[src/design/bmqd_pkg.sv]
// ----------------------------------------------------------------------------
// bmqd_pkg
// Shared types and constants of the bounded multi-queue dispatcher.
// ----------------------------------------------------------------------------
package bmqd_pkg;

  localparam int MAX_SERVERS = 32;
  localparam int MAX_QUEUE   = 16;
  localparam int SRV_W       = $clog2(MAX_SERVERS);
  localparam int SLOT_W      = $clog2(MAX_QUEUE);
  localparam int NCNT_W      = $clog2(MAX_SERVERS + 1);
  localparam int MCNT_W      = $clog2(MAX_QUEUE + 1);

  localparam logic [10:0] OPEN_DEFAULT  = 11'(8 * 60);
  localparam logic [10:0] CLOSE_DEFAULT = 11'(17 * 60);

  // finish / 60 as (finish * DIV_K) >> DIV_SHIFT, exact for 16-bit finish
  localparam int          DIV_SHIFT = 22;
  localparam logic [16:0] DIV_K     = 17'(((1 << DIV_SHIFT) + 59) / 60);
  localparam logic [15:0] MIN_PER_HOUR = 16'd60;

  localparam logic [1:0] REG_WINDOW_COUNT = 2'd0;
  localparam logic [1:0] REG_QUEUE_DEPTH  = 2'd1;
  localparam logic [1:0] REG_OPEN_TIME    = 2'd2;
  localparam logic [1:0] REG_CLOSE_TIME   = 2'd3;

  typedef struct packed {
    logic [7:0]        service_time;
    logic              fill;
    logic              first;
    logic [SRV_W-1:0]  srv;
    logic [SLOT_W-1:0] slot;
  } job_t;

  typedef struct packed {
    logic [NCNT_W-1:0] n_eff;
    logic [MCNT_W-1:0] m_eff;
    logic [10:0]       open_time;
    logic [10:0]       close_time;
    logic              restart;
  } cfg_t;

endpackage

[src/design/bmqd_fifo.sv]
// ----------------------------------------------------------------------------
// bmqd_fifo
// Two-entry job queue between the front and back parts.
// ----------------------------------------------------------------------------
module bmqd_fifo (
  input  logic           clk,
  input  logic           rst_n,
  input  logic           push,
  input  bmqd_pkg::job_t push_job,
  input  logic           pop,
  output bmqd_pkg::job_t pop_job,
  output logic           full,
  output logic           empty
);
  import bmqd_pkg::*;

  job_t       mem_r [2];
  logic       wp_r, rp_r;
  logic [1:0] cnt_r;

  assign full    = cnt_r == 2'd2;
  assign empty   = cnt_r == 2'd0;
  assign pop_job = mem_r[rp_r];

  always_ff @(posedge clk) begin
    if (push) mem_r[wp_r] <= push_job;
  end

  always_ff @(posedge clk) begin
    if (!rst_n) begin
      wp_r  <= 1'b0;
      rp_r  <= 1'b0;
      cnt_r <= 2'd0;
    end else begin
      if (push) wp_r <= !wp_r;
      if (pop)  rp_r <= !rp_r;
      cnt_r <= cnt_r + 2'(push) - 2'(pop);
    end
  end

endmodule

[config.mk]
export PLATFORM = sky130hd
export DESIGN_NAME = bmqd_fifo
export DESIGN_NICKNAME = d
export VERILOG_FILES = /design/src/design/bmqd_pkg.sv /design/src/design/bmqd_fifo.sv
export SDC_FILE = /design/constraint.sdc
export NUM_CORES = 1
export LEC_CHECK = 0
export CAP_MARGIN = 20
export CORE_MARGIN = 2
export CORE_UTILIZATION = 50
export DETAILED_ROUTE_END_ITERATION = 12
export DONT_BUFFER_PORTS = 1
export HOLD_SLACK_MARGIN = 0.02
export PLACE_DENSITY = 0.77
export SYNTH_ARGS = -nofsm -noshare
export SYNTH_HDL_FRONTEND = slang
export SYNTH_SLANG_ARGS = --single-unit
[constraint.sdc]
create_clock -name clk -period 1.7 [get_ports clk]
set_clock_uncertainty 0.05 [all_clocks]
set_input_delay 0.085 -clock clk [delete_from_list [all_inputs] [get_ports clk]]
set_output_delay 0.085 -clock clk [all_outputs]
set_load 0.01 [all_outputs]
# == Yosys cells after proc, flatten, opt, wreduce, memory -nomap -nowiden ==
# Memories as Yosys holds them, arrays and structs flattened. A register that Yosys moved wholly into a read port is not among the register bits.
# Index checks and enable logic that the tools add are counted.
# op_classes
reduce_logical,3
n_mux,4
eq_ne,1
addsub,2
# ops
op,n
$mux 1,4
$add 2x1->2,1
$eq 2x2->1 const B,1
$logic_not 1->1,2
$logic_not 2->1,1
$sub 2x1->2,1
# totals
word_cells,14
mem_count,1
output_inout_bits,21
register_bits,4
inputBits,23
ram_bits,38
# mem_list
memory,depth,width,rd,rd_ports_with_merged_regs,write_ports,line_no,source
mem_r,2,19,1,1,1,bmqd_fifo.sv:17,job_t mem_r [2];

# == Logic depth before layout (Yosys ltp) ==
# depth
ltp_word,3
depth_mapped,6
depth_no_buf,6

# == Worst setup path after synthesis ==
# Ideal clock, no wire load.
# synth_path
path_type,reg2reg
from,register wp_r
to,"memory mem_r[0][0] in the netlist's numbering, enable pin"
n_path_buf,0
stages_incl_launch_ff,2
slack_ns,0.043
t_arrival_ns,1.209
synth_period_minus_slack_ns,1.657
required_time_ns,1.252
setup_ns,0.398
path_cell_list,dfxtp_1 > nor2b_1
# synth_rtl
item,line_no,source
"start, declared",bmqd_fifo.sv:18,"logic wp_r, rp_r;"
"start signal, assigned",bmqd_fifo.sv:35,if (push) wp_r <= !wp_r;
"end, declared",bmqd_fifo.sv:17,
# No word-level cell before the write port.

==> flow_summary.yaml <==
global_route:
  grt_pass1_vias: 816
  antenna_found_initial: 0
  grt_pass1_wl_um: 3660
  grt_max_degree: 19
  grt.overflow.total: 0
  track_usage_pct: 14.6
floorplanning:
  die_height_um: 61.4
  dieArea_sq_um: 3770
  fp.dieW_um: 61.4
  start_util_pct: 53.1
  row_count: 20
  core_sq_um: 3100
  io-pin-count: 44
sta:
  setup_tns_ps: 0
  worst_pin_slew_ps: 290
  slew-limit-headroom_pct: 80.7
  period_share_pct: 90.6
  setup_viol: 0
  hold_viol_final: 0
  fin_crit_ps: 1540
  slew_violations: 0
  fmax_mhz: 649
  rsz0062_at_grt: "no"
yosys:
  synthDistinctLibCells: 14
  ys_warn_count: 0
  synthCells: 80
  synth_seq_cells: 43
  synth_common_cells: "38 x edfxtp_1, 10 x mux2_4, 9 x mux2_2"
  synth-main-ff-cell: "edfxtp_1"
  synth.area.top_cells: "edfxtp_1 69%, mux2_4 9.1%, mux2_2 6.1%"
  synth_top_area_share_pct: 69.2
  yosys.area.top_type: "edfxtp_1"
  async_flop_share_pct: 0
  syn_area_per_cell_sq_um: 20.6
  synth.most_common_cell: "edfxtp_1"
  synthesis.nets: 105
  synth_edf_count: 38
  syn_area_sq_um: 1650
  synth_seq_area_share_pct: 75.3
worst_setup_path:
  cp_slowest_stage_delay_ps: 410
  cp_slowest_cell: "mux2_2"
  endpoint: "pop_job[3]"
  crit_family: "multiplexers"
  path_cells: "buf_4, mux2_2"
  reg2reg_depth: 4
  path_class: "reg2out"
  r2r_slack_ps: 220
  crit_cells: 2
  critPathMaxFanout: 18
  worstPathRequired_ps: 1560
  crit_buf_inv: 1
  critPathLaunchType: "register"
  crit_arrival_ps: 1410
  rr_endpoint: "wp_r"
  critPathCaptureType: "output pin"
  worstReg2RegStart: "wp_r"
worst_hold_path:
  hold_class: "in2reg"
power_and_ir_drop:
  p_leak_uw: 0.000726
  power_density_nw_per_um2: 987
  power_uw: 1970
  vdd.ir_drop.worst_uv: 585
drt:
  ant_nets: 0
  dr_total_vias: 768
  wl_per_cell_um: 15.6
  dr.first_iter.drc_count: 10
  drtPass1Iterations: 3
  post_drt_via_cell_ratio: 4.86
  wl_um: 2460
  drc: 0
clocking:
  cts_root_buf: "clkbuf_4"
  cts.htree.levels: 2
  clock_path_buffers: 2
  post-cts-setup-buffers: 0
  numCtsBuffers: 5
  clkTransAtPathRegs_ps: 110
  insertion_delay_ps: 340
  cts.sinks: 43
  cts_tree: "yes"
run_status:
  status: "finished, final reports clean"
finish:
  num_antenna_cells: 0
  drive_gt1_share_pct: 27.2
  syn2layout_area_growth_pct: 20.9
  nNetsFinal: 138
  fillCellCount: 263
run:
  drv_cap: 0
place:
  gp_congestion: 0.647
  io_buffers: 0
-- metal layers --
layer,vias up,track usage (%),part of all wire (%)
met5,-,0,0
met2,28,25.8,54
met4,0,7.29,2.1
li1,364,-,-
met3,6,7.35,7.4
met1,370,13.8,36
-- final cells by class --
| cell class | instances | area [sq um] | area share [%] |
|---|---|---|---|
| flip-flops and latches | 43 | 1240 | 62.3 |
| multi-input cells | 33 | 372 | 18.6 |
| repair buffers | 28 | 268 | 13.4 |
| well taps | 44 | 55.1 | 2.76 |
| clock buffers | 7 | 45.0 | 2.26 |
| inverters | 2 | 7.51 | 0.377 |
| clock inverters | 1 | 5.00 | 0.251 |
-- cells by family after synthesis --
kind of cell	Yosys count	synth area share (%)
adders and majority gates	2	1.52
xor gates and xnor gates	2	1.90
buffers and inverters	4	2.35
and+or+nand+nor	9	3.26
AOI/OAI and AO/OA	1	0.455
DFF	43	75.3
muxes	19	15.3
-- worst min-delay path by stage --
stage | slack (ps) | to | startpoint | cells past startpoint
after floorplan | 130 | mem_r[0][0] | push_job[0] | 0
after global placement | 130 | mem_r[1][13] | push_job[13] | 0
after detailed placement | 130 | mem_r[0][2] | push_job[2] | 0
after CTS | 110 | mem_r[1][3] | push | 2
after global routing | 130 | mem_r[1][3] | push | 2
final | 120 | mem_r[1][1] | push | 2
-- stage by stage --
stage | worst slack (ps) | cell area, sq um | util (%) | hold slack (ps) | instances
3_3_place_gp | 324 | 1710 | 55.2 | 134 | 127
4_1_cts | 120 | 1990 | 64.2 | 108 | 158
6_report | 160 | 1990 | 64.2 | 117 | 158
5_1_grt | 68.3 | 1990 | 64.2 | 127 | 158
2_1_floorplan | 42.8 | 1650 | - | 134 | 80
3_5_place_dp | 267 | 1710 | 55.2 | 134 | 127
-- what timing repair did --
item | CTS | global route
hold buffers | 23 | 0
resized for setup | 0 | 0
endpoints found under the hold margin | 43 | 0
-- report_power, final --
part           internal, uW  switching, uW  total, uW
combinational           149            125        274
sequential             1220           23.1       1240
clock                   161            292        454
total                  1530            440       1970
-- cells in the final DEF (no fill, tap or decap) --
| master | netlist | layout |
|---|---|---|
| xor2_1 | 1 | 1 |
| inv_1 | 2 | 2 |
| dfxtp_1 | 5 | 5 |
| buf_4 | 0 | 5 |
| dlygate4sd3_1 | 0 | 23 |
| clkbuf_4 | 0 | 5 |
| nor2_1 | 1 | 1 |
| xnor3_1 | 1 | 1 |
| clkbuf_1 | 0 | 2 |
| edfxtp_1 | 38 | 38 |
| mux2_2 | 9 | 9 |
| clkinv_2 | 0 | 1 |
| and2_1 | 4 | 4 |
| o21a_1 | 1 | 1 |
| nor2b_2 | 0 | 1 |
| mux2_4 | 10 | 10 |
| nor2b_1 | 4 | 3 |
| ha_1 | 2 | 2 |
-- flip-flops by register name, indices dropped and copies added (netlist names), named ones only --
| register | count |
|---|---|
| mem_r | 38 |
| cnt_r | 2 |
| rp_r | 1 |
| wp_r | 1 |
No activity file was read; power rests on OpenSTA's default activity.
