===== config.mk =====
export PLATFORM = sky130hd
export DESIGN_NAME = bmqd_front_flat
export DESIGN_NICKNAME = d
export VERILOG_FILES = /design/src/design/bmqd_pkg.sv /design/src/design/bmqd_if.sv /design/src/design/bmqd_front.sv /design/src/flat_wrapper.sv
export SDC_FILE = /design/constraint.sdc
export NUM_CORES = 1
export LEC_CHECK = 0
export BUFFER_PORTS_ARGS = -buffer_cell sky130_fd_sc_hd__buf_2
export CAP_MARGIN = 20
export CORE_UTILIZATION = 35
export CTS_CLUSTER_SIZE = 16
export DETAILED_ROUTE_END_ITERATION = 10
export PLACE_DENSITY_LB_ADDON = 0.2
export SLEW_MARGIN = 20
export SYNTH_ARGS = -nofsm -noshare
export SYNTH_HDL_FRONTEND = slang
export SYNTH_SLANG_ARGS = --single-unit

===== constraint.sdc =====
create_clock -name clk -period 1.66 [get_ports clk]
set_input_delay 0.166 -clock clk [delete_from_list [all_inputs] [get_ports clk]]
set_output_delay 0.166 -clock clk [all_outputs]
set_load 0.05 [all_outputs]

===== src/design/bmqd_pkg.sv =====
// ----------------------------------------------------------------------------
// bmqd_pkg
// Shared types and constants of the bounded multi-queue dispatcher.
// ----------------------------------------------------------------------------
package bmqd_pkg;

  localparam int MAX_SERVERS = 32;
  localparam int MAX_QUEUE   = 16;
  localparam int SRV_W       = $clog2(MAX_SERVERS);
  localparam int SLOT_W      = $clog2(MAX_QUEUE);
  localparam int NCNT_W      = $clog2(MAX_SERVERS + 1);
  localparam int MCNT_W      = $clog2(MAX_QUEUE + 1);

  localparam logic [10:0] OPEN_DEFAULT  = 11'(8 * 60);
  localparam logic [10:0] CLOSE_DEFAULT = 11'(17 * 60);

  // finish / 60 as (finish * DIV_K) >> DIV_SHIFT, exact for 16-bit finish
  localparam int          DIV_SHIFT = 22;
  localparam logic [16:0] DIV_K     = 17'(((1 << DIV_SHIFT) + 59) / 60);
  localparam logic [15:0] MIN_PER_HOUR = 16'd60;

  localparam logic [1:0] REG_WINDOW_COUNT = 2'd0;
  localparam logic [1:0] REG_QUEUE_DEPTH  = 2'd1;
  localparam logic [1:0] REG_OPEN_TIME    = 2'd2;
  localparam logic [1:0] REG_CLOSE_TIME   = 2'd3;

  typedef struct packed {
    logic [7:0]        service_time;
    logic              fill;
    logic              first;
    logic [SRV_W-1:0]  srv;
    logic [SLOT_W-1:0] slot;
  } job_t;

  typedef struct packed {
    logic [NCNT_W-1:0] n_eff;
    logic [MCNT_W-1:0] m_eff;
    logic [10:0]       open_time;
    logic [10:0]       close_time;
    logic              restart;
  } cfg_t;

endpackage


===== src/design/bmqd_if.sv =====
// ----------------------------------------------------------------------------
// bmqd_in_if / bmqd_out_if
// Valid/ready channels of the dispatcher: job words in, result words out.
// ----------------------------------------------------------------------------
interface bmqd_in_if;
  logic       valid;
  logic       ready;
  logic [7:0] service_time;

  modport source (output valid, output service_time, input ready);
  modport sink   (input valid, input service_time, output ready);
endinterface



===== src/design/bmqd_front.sv =====
// ----------------------------------------------------------------------------
// bmqd_front
// Accepts job words and tags each with its fill-phase server and slot.
// ----------------------------------------------------------------------------
module bmqd_front (
  input  logic                  clk,
  input  logic                  rst_n,
  input  bmqd_pkg::cfg_t        cfg,
  bmqd_in_if.sink               in_ch,
  input  logic                  q_full,
  output logic                  q_push,
  output bmqd_pkg::job_t        q_job
);
  import bmqd_pkg::*;

  logic [SRV_W-1:0]  srv_cnt_r, srv_cnt_nxt;
  logic [MCNT_W-1:0] row_r, row_nxt;
  logic              fill;
  logic              last_srv;

  assign in_ch.ready = !q_full;
  assign q_push      = in_ch.valid && !q_full;
  assign fill        = row_r < cfg.m_eff;
  assign last_srv    = NCNT_W'(srv_cnt_r) == cfg.n_eff - NCNT_W'(1);

  always_comb begin
    q_job.service_time = in_ch.service_time;
    q_job.fill         = fill;
    q_job.first        = row_r == '0;
    q_job.srv          = srv_cnt_r;
    q_job.slot         = row_r[SLOT_W-1:0];
  end

  always_comb begin
    srv_cnt_nxt = srv_cnt_r;
    row_nxt     = row_r;
    if (q_push && fill) begin
      if (last_srv) begin
        srv_cnt_nxt = '0;
        row_nxt     = row_r + MCNT_W'(1);
      end else begin
        srv_cnt_nxt = srv_cnt_r + SRV_W'(1);
      end
    end
  end

  always_ff @(posedge clk) begin
    if (!rst_n || cfg.restart) begin
      srv_cnt_r <= '0;
      row_r     <= '0;
    end else begin
      srv_cnt_r <= srv_cnt_nxt;
      row_r     <= row_nxt;
    end
  end

endmodule


===== src/flat_wrapper.sv =====
// flat-port wrapper written by rule: the top's interface ports become plain ports
module bmqd_front_flat import bmqd_pkg::*;
  (clk, rst_n, cfg, q_full, q_push, q_job, in_ch_valid, in_ch_service_time, in_ch_ready);
  bmqd_in_if in_ch_i ();
  input  logic clk;
  input  logic rst_n;
  input  bmqd_pkg::cfg_t cfg;
  input  logic q_full;
  output logic q_push;
  output bmqd_pkg::job_t q_job;
  input wire logic [$bits(in_ch_i.valid)-1:0] in_ch_valid;
  input wire logic [$bits(in_ch_i.service_time)-1:0] in_ch_service_time;
  output wire logic [$bits(in_ch_i.ready)-1:0] in_ch_ready;
  assign in_ch_i.valid = in_ch_valid;
  assign in_ch_i.service_time = in_ch_service_time;
  assign in_ch_ready = in_ch_i.ready;
  bmqd_front u_core (.clk(clk), .rst_n(rst_n), .cfg(cfg), .in_ch(in_ch_i), .q_full(q_full), .q_push(q_push), .q_job(q_job));
endmodule

## Word-level counts from Yosys, hierarchy flattened

Cells that the tools add are included.

| word-level totals | value |
|---|---|
| bits in registers | 10 |
| latch bits | 0 |
| bits in writable memories | 0 |
| memory bits (read-only) | 0 |
| output and inout port bits | 21 |
| memories | 0 |

| cells by class | value |
|---|---|
| add/sub/neg operators | 3 |
| multiply operators | 0 |
| div/mod/pow operators | 0 |
| $lt $le $gt $ge | 1 |
| equality and inequality tests | 1 |
| shift operators | 0 |
| multiplexer cells | 1 |
| bitwise logic cells | 0 |
| reductions and logical operators | 7 |

Operators by type and width:

| cell | number |
|---|---|
| adder 5 x 1 -> 5 bit, second input constant | 2 |
| equality test 5 x 6 -> 1 bit | 1 |
| subtractor 6 x 1 -> 6 bit, second input constant | 1 |
| logical NOT 5 bit | 1 |
| less-than comparator 5 bit | 1 |
| two-way mux 5 bit | 1 |
| logical AND 1 bit | 2 |
| logical NOT 1 bit | 2 |
| AND reduction 2 bit | 1 |
| logical OR 1 bit | 1 |

## Longest topological paths before layout

| logic depth | value |
|---|---|
| depth after elaboration | 4 |
| mapped depth | 8 |
| gate-level depth less buffers | 7 |

## Least setup slack after synthesis

Ideal clock, no wire load.

| timing path | value |
|---|---|
| path type | reg-to-output |
| start | register u_core.row_r[0] |
| end | output port q_job[9] (netlist name) |
| arrival | 2142 ps |
| data required time | 1494 ps |
| slack | -648 ps |
| stages on the path, launching flop included | 4 |
| cell sequence | dfxtp_1 inv_1 ha_1 nor4b_1 |

RTL lines:

| element | line | text |
|---|---|---|
| from (decl) | bmqd_front.sv:17 | `logic [MCNT_W-1:0] row_r, row_nxt;` |
| from (signal assigned) | bmqd_front.sv:53 | `row_r <= row_nxt;` |
| to (decl) | flat_wrapper.sv:10 | `output bmqd_pkg::job_t q_job;` |

## Worst setup path in the final report

| timing path | value |
|---|---|
| start | register u_core.row_r[1] |
| end | register u_core.row_r[0] |

| on the way | value |
|---|---|
| word-level cells in the longest chain between the ends | 3 |

RTL lines:

| element | line | text |
|---|---|---|
| less-than comparator 5 bit | bmqd_front.sv:23 | `assign fill = row_r < cfg.m_eff;` |
| logical AND 1 bit | bmqd_front.sv:37 | `if (q_push && fill) begin` |
| AND reduction 2 bit (no source line) | - |  |

Every way passes these cells.
A chain may end at the register's enable or synchronous reset.

==> results.ini <==
[outcome]
status=complete, but fails checks
failed_checks=negative setup slack

[global_routing]
overflow=0
grt_max_degree=12
grt_first_pass_wirelength_um=3477
grt_usage_pct=16.31
antenna_found_initial=0
grt_pass1_vias=839

[synthesis]
synth_cells=120
synth_edf_count=0
yosysTopAreaCellShare_pct=20.43
ys_ff_latch=10
synth_area_um2=979.7
yosysMostFrequentCell=inv_1
synthDistinctLibCells=35
yosysSeqAreaShare_pct=20.43
synth_common_cells=inv_1 (14), buf_4 (13), dfxtp_1 (10)
synth_warnings=0
synth_area_leaders=dfxtp_1 (20%), ha_1 (10%), buf_4 (10%)
avgSynthCellArea_um2=8.164
synth_area_leader_cell=dfxtp_1
synthArstFlopShare_pct=0
synth_ff_type=dfxtp_1
syn-num-nets=174

[worst_setup_path]
reg2reg_from=u_core.row_r[1]$_SDFFE_PP0P_
required_ns=1.81
critPathKind=flop to flop
path_max_fanout=4
ff2ff_setup_slack_ns=-0.06
cp_data_arrival_time_ns=1.87
cp-end-kind=flop
ff2ff_path_depth=6
startpoint_type=flop
worstReg2RegEnd=u_core.row_r[0]$_SDFFE_PP0P_

[sta]
relSlewSlack_pct=76.64
period_minus_slack_ns=1.720
fin_crit_sh_pct=103.6
report.final.slew_viol_count=0
rsz0062_at_grt=yes
fin_ws_ns=-0.06036
hold_ws_ns=0.2932
setup_viol=6
worstMarginPinSlew_ns=0.3491
clock_skew_ns=0.001137
setup_tns_ns=-0.1580
hold_viol=0
fmax_mhz=581.3

[detailed_routing]
ant_nets=0
viasPerCell=5.074
via_count=959
initialDrtViolationCount=9
wl_um=2440
dr.pass1.iters=4
drc=0
wl_per_cell_um=12.91

[job]
drv_cap=0

[layout]
final_cells=189
drive_gt1_share_pct=54.09
nets=214
n_antenna_cell=0
syn_to_final_growth_pct=44.32

[clocking]
cts_sinks=10
tritoncts=yes
cts_buffers=3
cts_hold_buffers=0
insertion_delay_ns=0.26
clk_pin_slew_ns=0.07
cts.path.max_buffers=2
root_buffer=clkbuf_4
htreeDepth=1

[floorplan]
coreArea_mm2=0.002567
die_h_um=54.91
start_util_pct=38.16
dieArea_mm2=0.003015
rows=18
die_x_um=54.91
ios=67

[place]
portBuffers=28
post-dp-hpwl_um=1896
place_inst=183
gp_congestion=0.7424

[pwr]
p_per_area_mw_per_mm2=419.1
ir_worst_vdd_uv=233.6
leakagePower_nw=0.6463
power_uw=592.5

[hold_path]
hold_path_depth=3
hold_class=primary input to flop
holdPathEnd=u_core.srv_cnt_r[0]$_SDFFE_PP0P_
min_from=rst_n

==> routing by layer <==
layer  part of all wire, %  global-route usage, %
met5                     0                      0
met1                    43                  19.57
met2                    50                  28.51
met3                   5.6                  2.732
met4                  0.41                  6.667
==> area by class of cell <==
type	instances	area [um^2]
clock buffer	3	22.52
clock inverter	1	3.754
fill	265	1154
inverter	14	52.55
multi-input combinational	79	738.2
sequential	10	222.7
tap	30	37.54
timing repair buffer	52	336.6
==> cells in the final DEF (no fill, tap or decap), types with 3 or more instances in the layout <==
master / count
ha_1: 6
dfxtp_2: 3
buf_4: 23
xnor2_1: 4
clkbuf_4: 3
a21oi_2: 3
dfxtp_4: 5
mux2i_1: 3
nand2b_1: 5
nand3_1: 4
nand2_1: 6
buf_6: 3
nor2_1: 4
o211ai_1: 7
inv_1: 13
a21oi_1: 3
buf_2: 26
==> how the worst max path moves through the flow <==
stage,start,end,slack [ns],cells after the start
6_report,u_core.row_r[1]$_SDFFE_PP0P_,u_core.row_r[0]$_SDFFE_PP0P_,-0.06,6
5_1_grt,u_core.row_r[1]$_SDFFE_PP0P_,u_core.row_r[0]$_SDFFE_PP0P_,-0.10,6
4_1_cts,u_core.row_r[3]$_SDFFE_PP0P_,u_core.row_r[4]$_SDFFE_PP0P_,-0.06,7
3_5_place_dp,cfg[28],u_core.row_r[4]$_SDFFE_PP0P_,-0.17,9
3_3_place_gp,cfg[28],u_core.row_r[4]$_SDFFE_PP0P_,-0.16,9
2_1_floorplan,u_core.row_r[3]$_SDFFE_PP0P_,u_core.row_r[2]$_SDFFE_PP0P_,-0.01,7
==> registers in the layout, summed over array words and instances (netlist names) <==
signal / flops
u_core.srv_cnt_r: 5
u_core.row_r: 5
==> cells by family (layout without fill, tap and decap cells) <==
group | count (synthesis) | after routing | share of synthesized area [%]
buf+inv | 31 | 70 | 18.52
fa+ha+maj | 8 | 8 | 10.22
mux | 3 | 3 | 3.065
compound gates | 27 | 27 | 22.86
xor+xnor | 7 | 7 | 6.258
flops | 10 | 10 | 20.43
simple gates | 34 | 34 | 18.65
==> critical path, cell delays in order (launching register included) <==
cell,delay (ns)
dfxtp_1,0.32
ha_1,0.27
a21o_1,0.23
a21o_1,0.27
buf_6,0.14
o311ai_4,0.26
o41ai_2,0.11
==> where the power goes <==
group          leakage (nW)  internal (mW)  switching, mW
clock network        0.0154         0.0868         0.0919
logic                 0.545         0.0803         0.0998
registers            0.0862          0.233       0.000688
==> through the flow <==
stage	worst slack, ns	area, um^2	util, %
5_1_grt	-0.1006	1414	55.07
4_1_cts	-0.05676	1353	52.68
6_report	-0.06036	1414	55.07
2_1_floorplan	-0.01399	1070	-
3_3_place_gp	-0.1555	1277	49.76
3_5_place_dp	-0.1730	1277	49.76
==> what timing repair did <==
action,in CTS,in global routing
buffers inserted,2,0
endpoints found under the setup margin,5,12
gates resized for setup,7,16
pin swaps,6,11
No activity file was read; power rests on OpenSTA's default activity.
